===== config.mk =====
export PLATFORM = sky130hd
export DESIGN_NAME = signed_count_rle_decoder_core
export DESIGN_NICKNAME = d
export VERILOG_FILES = /design/src/design/scrle_pkg.sv /design/src/design/signed_count_rle_decoder_core.sv
export VERILOG_INCLUDE_DIRS = /design/src /design/src/design
export SDC_FILE = /design/constraint.sdc
export NUM_CORES = 1
export LEC_CHECK = 0
export ABC_AREA = 1
export BUFFER_PORTS_ARGS = -buffer_cell sky130_fd_sc_hd__buf_2
export CAP_MARGIN = 25
export CORE_ASPECT_RATIO = 0.9
export CORE_MARGIN = 5
export CORE_UTILIZATION = 55
export DETAILED_ROUTE_END_ITERATION = 10
export PLACE_DENSITY = 0.74
export SLEW_MARGIN = 20
export SYNTH_ARGS = -nofsm -noshare
export SYNTH_HDL_FRONTEND = slang
export SYNTH_SLANG_ARGS = --single-unit

===== constraint.sdc =====
create_clock -name clk -period 4.9 [get_ports clk]
set_input_delay 0.49 -clock clk [delete_from_list [all_inputs] [get_ports clk]]
set_output_delay 0.49 -clock clk [all_outputs]
set_load 0.02 [all_outputs]

===== src/design/signed_count_rle_decoder_core_macros.svh =====
// ----------------------------------------------------------------------------
// signed_count_rle_decoder_core_macros
// Assertion macros shared by the decoder RTL.
// ----------------------------------------------------------------------------
`ifndef SIGNED_COUNT_RLE_DECODER_CORE_MACROS_SVH
`define SIGNED_COUNT_RLE_DECODER_CORE_MACROS_SVH

// Same-cycle implication, checked on clk while out of reset.
`define SCRLE_ASSERT_NOW(label, ante, cons, msg) \
	label: assert property (@(posedge clk) disable iff (!arst_n) (ante) |-> (cons)) \
		else $error(msg);

// Next-cycle implication, checked on clk while out of reset.
`define SCRLE_ASSERT_NEXT(label, ante, cons, msg) \
	label: assert property (@(posedge clk) disable iff (!arst_n) (ante) |=> (cons)) \
		else $error(msg);

`endif


===== src/design/scrle_pkg.sv =====
// ----------------------------------------------------------------------------
// scrle_pkg
// Types and constants for the signed-count run-length decoder.
// ----------------------------------------------------------------------------
package scrle_pkg;

	localparam int unsigned HDR_BYTES = 4;
	localparam int unsigned HDR_CNT_W = 3;
	localparam int unsigned SIZE_W    = 32;
	localparam int unsigned PROD_W    = SIZE_W + 1;

	typedef enum logic [1:0] {
		PH_CONTROL = 2'd0,
		PH_LITERAL = 2'd1,
		PH_REPEAT  = 2'd2
	} phase_t;

endpackage


===== src/design/signed_count_rle_decoder_core.sv =====
// A result is registered and appears in the cycle after the transfer of the byte that causes it.
// Throughput: one byte per cycle; the output register frees the input side whenever
// the held result is taken, so the block stalls only while a result waits.
// Per-byte work is one 33-bit saturating add and compare with the declared size.
// Reset (arst_n low, asynchronous) clears header, phase, counters and the output valid.
// ----------------------------------------------------------------------------
// signed_count_rle_decoder_core
// Byte-wide signed-count run-length decoder: four-byte big-endian size header, then
// signed control bytes; emits value/count pairs and a sticky overflow flag.
// ----------------------------------------------------------------------------
`include "signed_count_rle_decoder_core_macros.svh"

module signed_count_rle_decoder_core
	import scrle_pkg::*;
(
	input  logic              clk,
	input  logic              arst_n,
	input  logic              in_valid,
	output logic              in_stall,
	input  logic [7:0]        in_byte,
	input  logic              last_byte,
	output logic              out_valid,
	input  logic              out_stall,
	output logic [7:0]        value,
	output logic [7:0]        repeat_count,
	output logic [SIZE_W-1:0] declared_size,
	output logic              overflow
);

	logic [HDR_CNT_W-1:0] hdr_cnt_q;
	logic [SIZE_W-1:0]    size_q;
	phase_t               phase_q;
	logic [6:0]           lit_left_q;
	logic [7:0]           rep_cnt_q;
	logic [PROD_W-1:0]    prod_q;
	logic                 ovf_q;

	logic                 out_valid_q;
	logic [7:0]           value_q;
	logic [7:0]           count_q;
	logic [SIZE_W-1:0]    size_out_q;
	logic                 ovf_out_q;

	logic                 in_fire;
	logic                 emit;
	logic [7:0]           emit_cnt;
	logic [PROD_W:0]      prod_sum;
	logic [PROD_W-1:0]    prod_nxt;
	logic                 ovf_nxt;
	logic [HDR_CNT_W-1:0] hdr_cnt_nxt;
	logic [SIZE_W-1:0]    size_nxt;
	phase_t               phase_nxt;
	logic [6:0]           lit_left_nxt;
	logic [7:0]           rep_cnt_nxt;

	// hold off only while a finished result is still waiting
	assign in_stall = out_valid_q && out_stall;
	assign in_fire  = in_valid && !in_stall;

	always_comb begin
		emit         = 1'b0;
		emit_cnt     = 8'd1;
		hdr_cnt_nxt  = hdr_cnt_q;
		size_nxt     = size_q;
		phase_nxt    = phase_q;
		lit_left_nxt = lit_left_q;
		rep_cnt_nxt  = rep_cnt_q;
		if (hdr_cnt_q < HDR_CNT_W'(HDR_BYTES)) begin
			size_nxt    = {size_q[SIZE_W-9:0], in_byte};
			hdr_cnt_nxt = hdr_cnt_q + 1'b1;
		end else begin
			case (phase_q)
				PH_LITERAL: begin
					emit = 1'b1;
					if (lit_left_q != 7'd0)
						lit_left_nxt = lit_left_q - 1'b1;
					if (lit_left_nxt == 7'd0)
						phase_nxt = PH_CONTROL;
				end
				PH_REPEAT: begin
					emit        = 1'b1;
					emit_cnt    = rep_cnt_q;
					rep_cnt_nxt = 8'd0;
					phase_nxt   = PH_CONTROL;
				end
				default: begin
					phase_nxt = PH_CONTROL;
					if (in_byte == 8'd0) begin
						phase_nxt = PH_CONTROL;
					end else if (!in_byte[7]) begin
						lit_left_nxt = in_byte[6:0];
						phase_nxt    = PH_LITERAL;
					end else begin
						// two's complement negate; 0x80 gives 128
						rep_cnt_nxt = ~in_byte + 8'd1;
						phase_nxt   = PH_REPEAT;
					end
				end
			endcase
		end
	end

	// running decoded count saturates at all ones
	assign prod_sum = {1'b0, prod_q} + (PROD_W+1)'(emit_cnt);
	assign prod_nxt = prod_sum[PROD_W] ? {PROD_W{1'b1}} : prod_sum[PROD_W-1:0];
	assign ovf_nxt  = ovf_q || (prod_nxt > {1'b0, size_q});

	always_ff @(posedge clk or negedge arst_n) begin
		if (!arst_n) begin
			hdr_cnt_q   <= '0;
			size_q      <= '0;
			phase_q     <= PH_CONTROL;
			lit_left_q  <= '0;
			rep_cnt_q   <= '0;
			prod_q      <= '0;
			ovf_q       <= 1'b0;
			out_valid_q <= 1'b0;
		end else begin
			if (in_fire && emit)
				out_valid_q <= 1'b1;
			else if (!out_stall)
				out_valid_q <= 1'b0;
			if (in_fire) begin
				if (last_byte) begin
					hdr_cnt_q  <= '0;
					size_q     <= '0;
					phase_q    <= PH_CONTROL;
					lit_left_q <= '0;
					rep_cnt_q  <= '0;
					prod_q     <= '0;
					ovf_q      <= 1'b0;
				end else begin
					hdr_cnt_q  <= hdr_cnt_nxt;
					size_q     <= size_nxt;
					phase_q    <= phase_nxt;
					lit_left_q <= lit_left_nxt;
					rep_cnt_q  <= rep_cnt_nxt;
					if (emit) begin
						prod_q <= prod_nxt;
						ovf_q  <= ovf_nxt;
					end
				end
			end
		end
	end

	always_ff @(posedge clk) begin
		if (in_fire && emit) begin
			value_q    <= in_byte;
			count_q    <= emit_cnt;
			size_out_q <= size_q;
			ovf_out_q  <= ovf_nxt;
		end
	end

	assign out_valid     = out_valid_q;
	assign value         = value_q;
	assign repeat_count  = count_q;
	assign declared_size = size_out_q;
	assign overflow      = ovf_out_q;

	`SCRLE_ASSERT_NOW(a_count_range, out_valid_q,
		(count_q != 8'd0) && (count_q <= 8'd128), "repeat count out of range")
	`SCRLE_ASSERT_NOW(a_literal_left, phase_q == PH_LITERAL,
		lit_left_q != 7'd0, "literal phase with nothing left")
	`SCRLE_ASSERT_NOW(a_stall_only_held, in_stall, out_valid_q,
		"input stalled with no result held")
	`SCRLE_ASSERT_NEXT(a_last_clears, in_fire && last_byte,
		(hdr_cnt_q == '0) && (phase_q == PH_CONTROL) && !ovf_q && (prod_q == '0),
		"state not cleared after last byte")

endmodule


After elaboration in Yosys (flattened, before gate mapping)
Cells that the tools add are included.
{"block": "op_classes", "eq_ne": 10, "n_addsub": 4, "magnitude_cmp": 2, "bitwise_logic": 1, "n_reduce_logical": 17, "muxes": 34}
{"operator": "2-to-1 mux 33 bit", "n": 3}
{"operator": "2-to-1 mux 32 bit", "n": 2}
{"operator": "2-to-1 mux 7 bit", "n": 7}
{"operator": "2-to-1 mux 8 bit", "n": 6}
{"operator": "adder 33 x 8 -> 34 bit", "n": 1}
{"operator": "> comparator 33 x 32 -> 1 bit", "n": 1}
{"operator": "one-hot mux 8 bit (2 select lines)", "n": 1}
{"operator": "one-hot mux 7 bit (2 select lines)", "n": 1}
{"operator": "2-to-1 mux 2 bit", "n": 5}
{"operator": "AND reduction 5 bit", "n": 2}
{"operator": "adder 8 x 1 -> 8 bit (second input constant)", "n": 1}
{"operator": "zero test 8 bit", "n": 1}
{"operator": "inverter 8 bit", "n": 1}
{"operator": "zero test 7 bit", "n": 1}
{"operator": "nonzero test 7 bit", "n": 1}
{"operator": "subtractor 7 x 1 -> 7 bit (second input constant)", "n": 1}
{"operator": "2-to-1 mux 1 bit", "n": 6}
{"operator": "2-to-1 mux 3 bit", "n": 2}
{"operator": "!= test 2 bit (second input constant)", "n": 3}
{"operator": "!= test 3 x 2 -> 1 bit (second input constant)", "n": 2}
{"operator": "one-hot mux 2 bit (2 select lines)", "n": 1}
{"operator": "AND reduction 2 bit", "n": 2}
{"operator": "nonzero test 2 bit", "n": 2}
{"operator": "adder 3 x 1 -> 3 bit (second input constant)", "n": 1}
{"operator": "other kinds (12)", "n": 14}
{"block": "word_totals", "inputBits": 13, "register_bits": 136}

Logic depth before layout (Yosys ltp)
Gate-level depths: netlist (run 1).
{"block": "logic_depth", "depth_word": 9, "mapped_depth": 35}

Worst setup path before layout (run 1)
Ideal clock, no wire load.
{"block": "synth_path", "kind": "reg2reg", "start": "register phase_q[0]", "end": "register prod_q[23]", "t_arrival_ns": 3.910, "t_required_ns": 4.817, "path_stages_with_launch": 12, "period_less_slack_ns": 3.993, "slack_ns": 0.907, "path_cell_list": "dfrtp_1 > inv_1 > ha_1 > inv_1 > nand2_1 > nor2_1 > inv_1 > nor2_1 > clkbuf_1 > buf_2 > nand2_1 > o21ai_0"}
{"block": "synth_between", "elab_chain_cells": 7, "elab_cells_between_ends": 13, "classes_between": "add/sub: 1; eq/ne: 2; mux: 7; reduce/logical: 3"}
{"item": "start, declared", "line": "signed_count_rle_decoder_core.sv:32", "rtl": "phase_t phase_q;"}
{"item": "start signal, assigned", "line": "signed_count_rle_decoder_core.sv:135", "rtl": "phase_q <= phase_nxt;"}
{"item": "== test 2 bit", "line": "signed_count_rle_decoder_core.sv:72", "rtl": "case (phase_q)"}
{"item": "2-to-1 mux 8 bit", "line": "signed_count_rle_decoder_core.sv:72"}
{"item": "2-to-1 mux 8 bit", "line": "signed_count_rle_decoder_core.sv:68", "rtl": "if (hdr_cnt_q < HDR_CNT_W'(HDR_BYTES)) begin"}
{"item": "adder 33 x 8 -> 34 bit", "line": "signed_count_rle_decoder_core.sv:104", "rtl": "assign prod_sum = {1'b0, prod_q} + (PROD_W+1)'(emit_cnt);"}
{"item": "2-to-1 mux 33 bit", "line": "signed_count_rle_decoder_core.sv:105", "rtl": "assign prod_nxt = prod_sum[PROD_W] ? {PROD_W{1'b1}} : prod_sum[PROD_W-1:0];"}
{"item": "2-to-1 mux 33 bit", "line": "signed_count_rle_decoder_core.sv:138", "rtl": "if (emit) begin"}
{"item": "2-to-1 mux 33 bit", "line": "signed_count_rle_decoder_core.sv:124", "rtl": "if (last_byte) begin"}
{"item": "end signal, assigned", "line": "signed_count_rle_decoder_core.sv:139", "rtl": "prod_q <= prod_nxt;"}
{"item": "end, declared", "line": "signed_count_rle_decoder_core.sv:35", "rtl": "logic [PROD_W-1:0] prod_q;"}
Parallel ways exist; a longest one is shown, timed or not. The select of a mux whose other input is x is not followed.
A chain may end at the register's enable or synchronous reset.

Final worst setup path (run 1)
{"block": "layout_path", "start": "register phase_q[0]", "end": "register ovf_out_q (netlist: overflow) (data pin)"}
{"block": "layout_between", "elab_chain_cells": 7}
{"item": "== test 2 bit", "line": "signed_count_rle_decoder_core.sv:72"}
{"item": "2-to-1 mux 8 bit", "line": "signed_count_rle_decoder_core.sv:72"}
{"item": "2-to-1 mux 8 bit", "line": "signed_count_rle_decoder_core.sv:68"}
{"item": "net emit_cnt[1]", "line": "signed_count_rle_decoder_core.sv:46", "rtl": "logic [7:0] emit_cnt;"}
{"item": "adder 33 x 8 -> 34 bit", "line": "signed_count_rle_decoder_core.sv:104"}
{"item": "2-to-1 mux 33 bit", "line": "signed_count_rle_decoder_core.sv:105"}
{"item": "> comparator 33 x 32 -> 1 bit", "line": "signed_count_rle_decoder_core.sv:106", "rtl": "assign ovf_nxt = ovf_q || (prod_nxt > {1'b0, size_q});"}
{"item": "logical OR 1 bit", "line": "signed_count_rle_decoder_core.sv:106"}
{"item": "net ovf_nxt", "line": "signed_count_rle_decoder_core.sv:49", "rtl": "logic ovf_nxt;"}
{"item": "end signal, assigned", "line": "signed_count_rle_decoder_core.sv:152", "rtl": "ovf_out_q <= ovf_nxt;"}
{"item": "end, declared", "line": "signed_count_rle_decoder_core.sv:42", "rtl": "logic ovf_out_q;"}
The timed path passes the listed nets, and every way through them passes these cells.

==> impl_metrics.py, run 1 <==
metrics = {
    "logic_synthesis": {
        "synthCells": 844,
        "synth_nets": 904,
        "synthMuxAreaShare_pct": 0,
        "synth_cell_types": 40,
        "ys_ff_latch": 136,
        "synthAdderAreaFrac_pct": 8.16,
        "syn_area_mm2": 0.00730,
        "synth_xor_area_share_pct": 2.04,
        "synth_top_area_cell": "dfrtp_1",
        "synthSimpleGateAreaFrac_pct": 20.5,
        "synth_top_area_share_pct": 29.8,
        "synth_top_family_by_area": "simple AND/OR/NAND/NOR gates",
        "synth_compound_area_share_pct": 10.6,
        "seq_area_frac_synth_pct": 50.0,
        "ys_top_cells_by_area": "dfrtp_1 30%, edfxtp_1 20%, nand2_1 9.4%",
        "avgSynthCellArea_um2": 8.65,
        "ys_warn_count": 0,
    },
    "clock_tree": {
        "numCtsBuffers": 17,
        "cts_resized": 0,
        "cts-root-buf": "clkbuf_16",
        "insertion_delay_ps": 430,
        "max-clock-path-buffers": 2,
        "clkTransAtPathRegs_ps": 60,
        "cts_sinks": 136,
        "post-cts-setup-buffers": 0,
        "cts_hold_buf": 0,
        "cts_max_level": 4,
        "cts_tree": "built",
    },
    "route": {
        "drtAntennaViolNets": 0,
        "initialDrtViolationCount": 635,
        "firstDrtPassIters": 5,
        "vias_per_cell": 5.49,
        "drc_errors": 0,
        "drt-total-wl_mm": 17.9,
        "dr_total_vias": 6033,
        "routedWlPerCell_um": 16.3,
    },
    "timing": {
        "drv_slew": 0,
        "worst_pin_slew_ps": 994,
        "fin_crit_sh_pct": 87.4,
        "timing.final.crit_period_ps": 4280,
        "slew_headroom_pct": 33.7,
        "setup_viol": 0,
        "hold_viol_final": 4,
        "finClkSkew_ps": 9.41,
        "rsz0062_at_grt": "no",
        "holdWs_ps": -3.06,
        "tns_ps": 0,
        "timing.fmax_mhz": 234,
    },
    "floorplanning": {
        "fp.dieH_um": 119,
        "start_util_pct": 55.4,
        "io_pins": 64,
        "rows": 40,
        "core_mm2": 0.0132,
        "die_w_um": 131,
        "dieArea_mm2": 0.0157,
    },
    "final_layout": {
        "finish.net_count": 977,
        "syn_to_final_growth_pct": 15.4,
        "layout.cells.non_filler": 1098,
        "drive_above_1_share_pct": 13.9,
        "layout_commonest_cell": "nand2_1",
        "most-common-layout-cells": "182 x nand2_1, 140 x inv_1, 87 x dfrtp_1",
        "diodes": 0,
    },
    "placement": {
        "portBuffers": 63,
        "dp_hpwl_mm": 13.1,
        "gp_congestion": 0.951,
        "place_inst": 1066,
    },
    "worst_setup_path": {
        "crit_required_ps": 5080,
        "cp_num_buf_inv": 2,
        "startpoint_type": "register",
        "cpPeakStageDelay_ps": 440,
        "crit_path_max_fanout": 9,
        "worst-setup-path-type": "reg2reg",
        "crit_top_cell": "nand2_1",
        "cp.arrival_ps": 4460,
        "crit_path_end_kind": "register",
        "worst_path_dominant_cell_family": "simple AND/OR/NAND/NOR gates",
        "critPathSlowestCell": "fa_1",
    },
    "grt": {
        "grt.total_usage_pct": 23.7,
        "grt_pass1_wl_mm": 29.8,
        "grt_pass1_vias": 5798,
        "grt_max_degree": 59,
        "overflow": 0,
        "antenna_found_initial": 0,
    },
    "pwr": {
        "irDropWorstVdd_uv": 259,
        "power.leakage_uw": 0.00407,
        "power_density_mw_per_mm2": 375,
    },
    "job": {
        "cap_violations": 0,
    },
    "status": {
        "violations": "negative hold slack",
        "status": "finished with violations",
    },
    "worst_hold_path": {
        "hp-class": "in2async",
    },
}
[kinds of logic (layout without fill, tap and decap cells)]
| family | after synthesis | after routing |
|---|---|---|
| XOR/XNOR | 17 | 17 |
| adder cells (fa/ha/maj) | 47 | 47 |
| flip-flops | 136 | 136 |
| AND/OR/NAND/NOR | 346 | 346 |
| buffers and inverters | 168 | 254 |
| AO/OA/AOI/OAI | 130 | 130 |
[worst register-to-register path, delay by kind of cell (launching register included)]
family                     cells  cell delay, ps
AOI/OAI and AO/OA              5             820
adders and majority gates      3             980
xor gates and xnor gates       1             170
and+or+nand+nor               17            1530
buffers and inverters          2             160
DFF                            1             370
[state kept, by name, indices dropped and copies added, names as in the netlist, 3 cells and up]
name	flops
declared_size	32
lit_left_q	7
value	8
rep_cnt_q	8
size_q	32
hdr_cnt_q	3
prod_q	33
repeat_count	8
[report_power, final]
part	internal (uW)	switching, uW
clock	800	485
combinational	174	367
sequential	1280	50.9
[per-stage QoR]
step	instance area (um^2)	power, uW	hold slack (ps)	setup WS, ps	utilization [%]
CTS	8420	3160	5.30	646	64.0
detailed placement	7830	1880	430	674	59.5
global route	8420	3300	23.2	112	64.0
finish	8420	3160	-3.06	618	64.0
global placement	7820	1870	427	749	59.4
floorplan	7300	1730	194	907	-
[metal layers]
layer / global-route usage [%] / part of all wire, % / vias up / wire length [um]
met5: 0 / 0 / - / 0
met4: 7.84 / 2.0 / 0 / 353
met3: 6.29 / 7.0 / 36 / 1250
met2: 35.9 / 45 / 210 / 8060
met1: 33.4 / 46 / 2848 / 8280
li1: - / - / 2939 / -
[cell usage after synthesis]
library cell	n
edfxtp_1	49
xor2_1	13
inv_2	11
o22ai_1	47
nand3_1	47
o221ai_1	1
nand2_1	182
o211ai_1	1
dfrtp_1	87
nor2_1	66
nor3_1	17
xnor2_1	4
nor2_4	1
or2_0	2
o21ai_1	18
a211oi_1	1
inv_1	140
a21oi_2	1
nor4_1	1
fa_1	1
o21a_1	2
nand2_2	3
a21o_1	4
nor3_2	3
clkbuf_1	13
nor2_2	1
nand3b_1	1
o21ai_4	1
nand2_4	1
or2_2	1
nand3_2	3
o32ai_1	1
a21oi_1	19
nor3b_1	1
nand4_1	16
ha_1	46
buf_2	3
clkinv_1	1
o21ai_0	29
o21ai_2	5
[layout make-up]
cell class	instances	area [um^2]
fill	1071	4740
sequential	136	3650
multi-input combinational	540	3030
inverter	152	571
clock buffer	21	440
timing repair buffer	70	374
tap	168	210
clock inverter	11	149
[final timing paths]
check | from | endpoint | slack, ps | depth (start not counted)
worst max-delay path | phase_q[0] | overflow | 620 | 28
worst min-delay path | arst_n | rep_cnt_q[2] | -3 | 1
worst max register to register | phase_q[0] | overflow | 620 | 28
worst min register to register | size_q[8] | declared_size[8] | 440 | 0
max in group asynchronous | arst_n | size_q[29] | 3810 | 2
min in group clk | in_byte[3] | value[3] | 280 | 1
(Power assumes the default switching activity.)
==> inputs of run 2 (changes only) <==
--- a/config.mk
+++ b/config.mk
@@ -11,9 +11,10 @@
 export CAP_MARGIN = 25
 export CORE_ASPECT_RATIO = 0.9
 export CORE_MARGIN = 5
-export CORE_UTILIZATION = 55
+export CORE_UTILIZATION = 54
 export DETAILED_ROUTE_END_ITERATION = 10
-export PLACE_DENSITY = 0.74
+export HOLD_SLACK_MARGIN = 0.15
+export PLACE_DENSITY = 0.76
 export SLEW_MARGIN = 20
 export SYNTH_ARGS = -nofsm -noshare
 export SYNTH_HDL_FRONTEND = slang
==> constraint.sdc (replaced) <==
create_clock -name clk -period 3.9 [get_ports clk]
set_input_delay 0.39 -clock clk [delete_from_list [all_inputs] [get_ports clk]]
set_output_delay 0.39 -clock clk [all_outputs]
set_load 0.02 [all_outputs]
==> impl_metrics.py, run 2 (synthesized netlist as in run 1, its figures left out) <==
metrics = {
    "worst_setup_path": {
        "worstReg2RegStart": "phase_q[0]",
        "crit_path_max_fanout": 7,
        "crit_path_end_kind": "register",
        "reg2regPathDepth": 29,
        "startpoint": "phase_q[0]",
        "cp_num_buf_inv": 3,
        "reg2reg_slack_ps": -110,
        "worstSetupEndpoint": "ovf_q",
        "crit_required_ps": 4250,
        "worst_path_dominant_cell_family": "simple AND/OR/NAND/NOR gates",
        "cpPeakStageDelay_ps": 390,
        "worst-setup-path-type": "reg2reg",
        "startpoint_type": "register",
        "crit_cells": 29,
        "crit_top_cell": "nand2_1",
        "cp.arrival_ps": 4360,
        "r2r-end": "ovf_q",
        "critPathSlowestCell": "dfrtp_1",
    },
    "clock_tree": {
        "insertion_delay_ps": 430,
        "cts_tree": "built",
        "cts-root-buf": "clkbuf_16",
        "cts_sinks": 136,
        "cts_max_level": 4,
        "max-clock-path-buffers": 2,
        "numCtsBuffers": 17,
        "clkTransAtPathRegs_ps": 60,
    },
    "grt": {
        "grt_max_degree": 74,
        "overflow": 0,
        "antenna_found_initial": 0,
        "grt.total_usage_pct": 24.4,
        "grt_pass1_vias": 5835,
        "grt_pass1_wl_mm": 30.6,
    },
    "route": {
        "dr_total_vias": 6405,
        "vias_per_cell": 5.54,
        "wl_met1_mm": 8.90,
        "drc_errors": 0,
        "wl_met3_mm": 1.60,
        "initialDrtViolationCount": 798,
        "routedWlPerCell_um": 17.1,
        "drtAntennaViolNets": 0,
        "top_layer": "met4",
        "firstDrtPassIters": 5,
        "route.met2.wl_mm": 8.93,
        "drt-total-wl_mm": 19.7,
    },
    "final_layout": {
        "layout_commonest_cell": "nand2_1",
        "syn_to_final_growth_pct": 25.7,
        "diodes": 0,
        "most-common-layout-cells": "174 x nand2_1, 137 x inv_1, 87 x dfrtp_1",
        "largest-register": "prod_q",
        "n_fill_cell": 1008,
        "finish.net_count": 1036,
        "largest_reg_flops": 33,
        "drive_above_1_share_pct": 23.9,
    },
    "floorplanning": {
        "core_mm2": 0.0133,
        "start_util_pct": 54.8,
        "rows": 40,
        "io_pins": 64,
        "fp.dieH_um": 120,
        "dieArea_mm2": 0.0159,
        "die_w_um": 133,
    },
    "timing": {
        "fin_ws_ps": -113,
        "fin_crit_sh_pct": 103,
        "timing.final.crit_period_ps": 4010,
        "worst_pin_slew_ps": 916,
        "setup_viol": 2,
        "timing.fmax_mhz": 249,
        "hold_viol_final": 0,
        "finClkSkew_ps": 8.98,
        "slew_headroom_pct": 39.0,
        "rsz0062_at_grt": "yes",
        "holdWs_ps": 182,
        "drv_slew": 0,
        "tns_ps": -123,
    },
    "pwr": {
        "irDropWorstVdd_uv": 330,
        "power_density_mw_per_mm2": 447,
        "power.leakage_uw": 0.00441,
        "power_uw": 4100,
    },
    "placement": {
        "portBuffers": 63,
        "gp_congestion": 0.932,
        "dp_hpwl_mm": 13.6,
    },
    "status": {
        "violations": "negative setup slack",
        "status": "finished with violations",
    },
    "job": {
        "cap_violations": 0,
    },
    "worst_hold_path": {
        "hp-class": "in2reg",
    },
}
[run 2: cell count changes in the layout (fill, tap and decap cells not counted), sizes merged]
cell         change
clkinvlp         +2
clkinv           -1
buf             +58
inv              +2
clkbuf           -2
dlygate4sd3      +1
bufinv           -1
[run 2: worst reg2reg max path: cells and delay by family, from the launching register on]
kind,cells,cell delay (ps)
compound gates,5,780
xor+xnor,1,230
fa+ha+maj,3,830
buf+inv,3,260
flops,1,390
simple gates,17,1420
[run 2: metrics by stage]
step / cell area, um^2 / setup slack, ps / util (%) / cells
4_1_cts: 8850 / 4.93 / 66.5 / 1146
5_1_grt: 9170 / -359 / 68.9 / 1157
3_5_place_dp: 8170 / -221 / 61.4 / 1110
3_3_place_gp: 8160 / -110 / 61.3 / 1109
2_1_floorplan: 7300 / 72.8 / - / 844
6_report: 9170 / -113 / 68.9 / 1157
[run 2: final cells by class]
class	instances	area, um^2	share of cell area, %
clock buffer	19	443	4.83
timing repair buffer	129	852	9.29
tap	168	210	2.29
inverter	152	573	6.25
multi-input combinational	540	3300	36.0
sequential	136	3650	39.8
clock inverter	13	144	1.57
[run 2: power breakdown]
part / switching [uW] / internal [uW] / total, uW / leakage, uW
clock: 640 / 962 / 1600 / 0.000278
combinational: 529 / 285 / 815 / 0.00250
sequential: 72.2 / 1610 / 1680 / 0.00163
[run 2: worst min path at each step]
stage	start	to	depth (start not counted)
2_1_floorplan	arst_n	hdr_cnt_q[0]	0
5_1_grt	in_byte[3]	value[3]	1
4_1_cts	arst_n	prod_q[31]	1
6_report	in_byte[7]	value[7]	1
3_5_place_dp	size_q[20]	declared_size[20]	0
3_3_place_gp	size_q[21]	declared_size[21]	0
[run 2: routing by layer]
| metal | vias up | track usage, % |
|---|---|---|
| met1 | 2988 | 35.2 |
| met2 | 320 | 37.2 |
| met5 | - | 0 |
| met4 | 0 | 5.58 |
| met3 | 37 | 6.41 |
| li1 | 3060 | - |
[run 2: timing repair]
| action | 4_1_cts | 5_1_grt |
|---|---|---|
| gates resized for setup | 16 | 44 |
| hold buffers | 0 | 1 |
| pin swaps | 7 | 30 |
| buffers inserted | 4 | 9 |
| setup endpoints to repair | 2 | 2 |
| endpoints found under the hold margin | 0 | 23 |
==> inputs of run 3 (changes only) <==
--- a/config.mk
+++ b/config.mk
@@ -11,10 +11,9 @@
 export CAP_MARGIN = 25
 export CORE_ASPECT_RATIO = 0.9
 export CORE_MARGIN = 5
-export CORE_UTILIZATION = 54
+export CORE_UTILIZATION = 35
 export DETAILED_ROUTE_END_ITERATION = 10
 export HOLD_SLACK_MARGIN = 0.15
-export PLACE_DENSITY = 0.76
 export SLEW_MARGIN = 20
 export SYNTH_ARGS = -nofsm -noshare
 export SYNTH_HDL_FRONTEND = slang
==> impl_metrics.py, run 3 (synthesized netlist as in run 1, its figures left out) <==
metrics = {
    "placement": {
        "dp_hpwl_mm": 14.5,
        "pre_cts_ws_ps": -176,
        "gp_congestion": 0.905,
        "portBuffers": 63,
    },
    "clock_tree": {
        "cts_sinks": 136,
        "cts_tree": "built",
        "clkTransAtPathRegs_ps": 60,
        "numCtsBuffers": 17,
        "cts-root-buf": "clkbuf_16",
        "insertion_delay_ps": 430,
        "max-clock-path-buffers": 2,
        "cts_max_level": 4,
    },
    "pwr": {
        "power_uw": 4150,
        "power_density_mw_per_mm2": 438,
        "irDropWorstVdd_uv": 310,
        "power.leakage_uw": 0.00449,
    },
    "grt": {
        "grt.total_usage_pct": 16.7,
        "antenna_found_initial": 0,
        "grt_pass1_vias": 5922,
        "grt_pass1_wl_mm": 31.6,
        "overflow": 0,
        "grt_max_degree": 74,
    },
    "job": {
        "cap_violations": 0,
    },
    "timing": {
        "hold_viol_final": 0,
        "setup_viol": 0,
        "fin_ws_ps": 72.9,
        "slew_headroom_pct": 38.9,
        "finClkSkew_ps": 9.72,
        "rsz0062_at_grt": "yes",
        "timing.fmax_mhz": 261,
        "timing.final.crit_period_ps": 3830,
        "holdWs_ps": 182,
        "drv_slew": 0,
        "fin_crit_sh_pct": 98.1,
        "worst_pin_slew_ps": 917,
    },
    "worst_setup_path": {
        "crit_path_max_fanout": 6,
        "cp.arrival_ps": 4010,
        "startpoint_type": "register",
        "worst-setup-path-type": "reg2reg",
        "cpPeakStageDelay_ps": 400,
        "crit_path_end_kind": "register",
        "crit_required_ps": 4080,
        "crit_top_cell": "nand2_1",
        "critPathSlowestCell": "dfrtp_1",
        "reg2reg_slack_ps": 70,
    },
    "route": {
        "vias_per_cell": 4.96,
        "initialDrtViolationCount": 346,
        "drt-total-wl_mm": 19.9,
        "firstDrtPassIters": 5,
        "routedWlPerCell_um": 15.9,
        "drc_errors": 0,
        "drtAntennaViolNets": 0,
        "dr_total_vias": 6238,
    },
    "floorplanning": {
        "dieArea_mm2": 0.0238,
        "start_util_pct": 35.3,
        "core_mm2": 0.0206,
        "rows": 50,
        "die_w_um": 162,
        "io_pins": 64,
        "fp.dieH_um": 147,
    },
    "final_layout": {
        "most-common-layout-cells": "174 x nand2_1, 139 x inv_1, 87 x dfrtp_1",
        "diodes": 0,
        "n_fill_cell": 1916,
        "drive_above_1_share_pct": 25.7,
        "finish.net_count": 1045,
        "layout_commonest_cell": "nand2_1",
        "largest-register": "prod_q",
        "largest_reg_flops": 33,
        "syn_to_final_growth_pct": 29.8,
    },
    "status": {
        "status": "finished clean",
    },
    "worst_hold_path": {
        "hp-class": "in2reg",
    },
}
==> run 3: stage by stage <==
stage          TNS [ps]  instances  utilization (%)  area (um^2)
2_1_floorplan         0        844                -         7300
3_3_place_gp       -145       1212             40.4         8350
3_5_place_dp       -308       1212             40.4         8350
4_1_cts               0       1249             44.2         9110
5_1_grt            -263       1258             45.9         9470
6_report              0       1258             45.9         9470
==> run 3: timing repair <==
item,CTS,global route
setup endpoints to repair,2,2
endpoints found under the hold margin,0,37
pin swaps,10,20
hold buffers,0,1
gates resized for setup,27,55
buffers inserted,5,7
==> run 3: worst max-delay path: cells and delay by family (launching register included) <==
kind | cells | cell delay, ps
xor gates and xnor gates | 1 | 160
and+or+nand+nor | 14 | 1030
AOI/OAI and AO/OA | 6 | 860
DFF | 1 | 400
adders and majority gates | 3 | 700
buffers and inverters | 4 | 440
==> run 3: path summary, 6_finish.rpt <==
check	from	to	cells after the start
setup reg to reg	phase_q[0]	overflow	28
hold reg to reg	size_q[1]	declared_size[1]	0
max in group asynchronous	arst_n	size_q[29]	4
min in group asynchronous	arst_n	size_q[25]	2
setup / recovery	phase_q[0]	overflow	28
hold / removal	in_byte[3]	value[3]	1
==> run 3: where the power goes <==
group,total (uW),internal [uW],leakage [uW],switching [uW]
clock network,1670,1030,0.000286,645
logic,798,284,0.00257,514
registers,1680,1610,0.00163,66.7
==> run 3: metal layers <==
metal | track usage (%) | share of wire, %
met5 | 0 | 0
met4 | 4.23 | 1.4
met3 | 3.28 | 5.4
met2 | 25.6 | 45
met1 | 24.2 | 48
==> run 3: area by class of cell <==
cell class | instances | area [um^2] | area share [%]
Timing Repair Buffer | 138 | 911 | 9.62
Inverter | 152 | 573 | 6.05
Sequential cell | 136 | 3650 | 38.5
Multi-Input combinational cell | 540 | 3400 | 35.9
Clock inverter | 13 | 169 | 1.78
Tap cell | 260 | 325 | 3.43
Clock buffer | 19 | 443 | 4.68
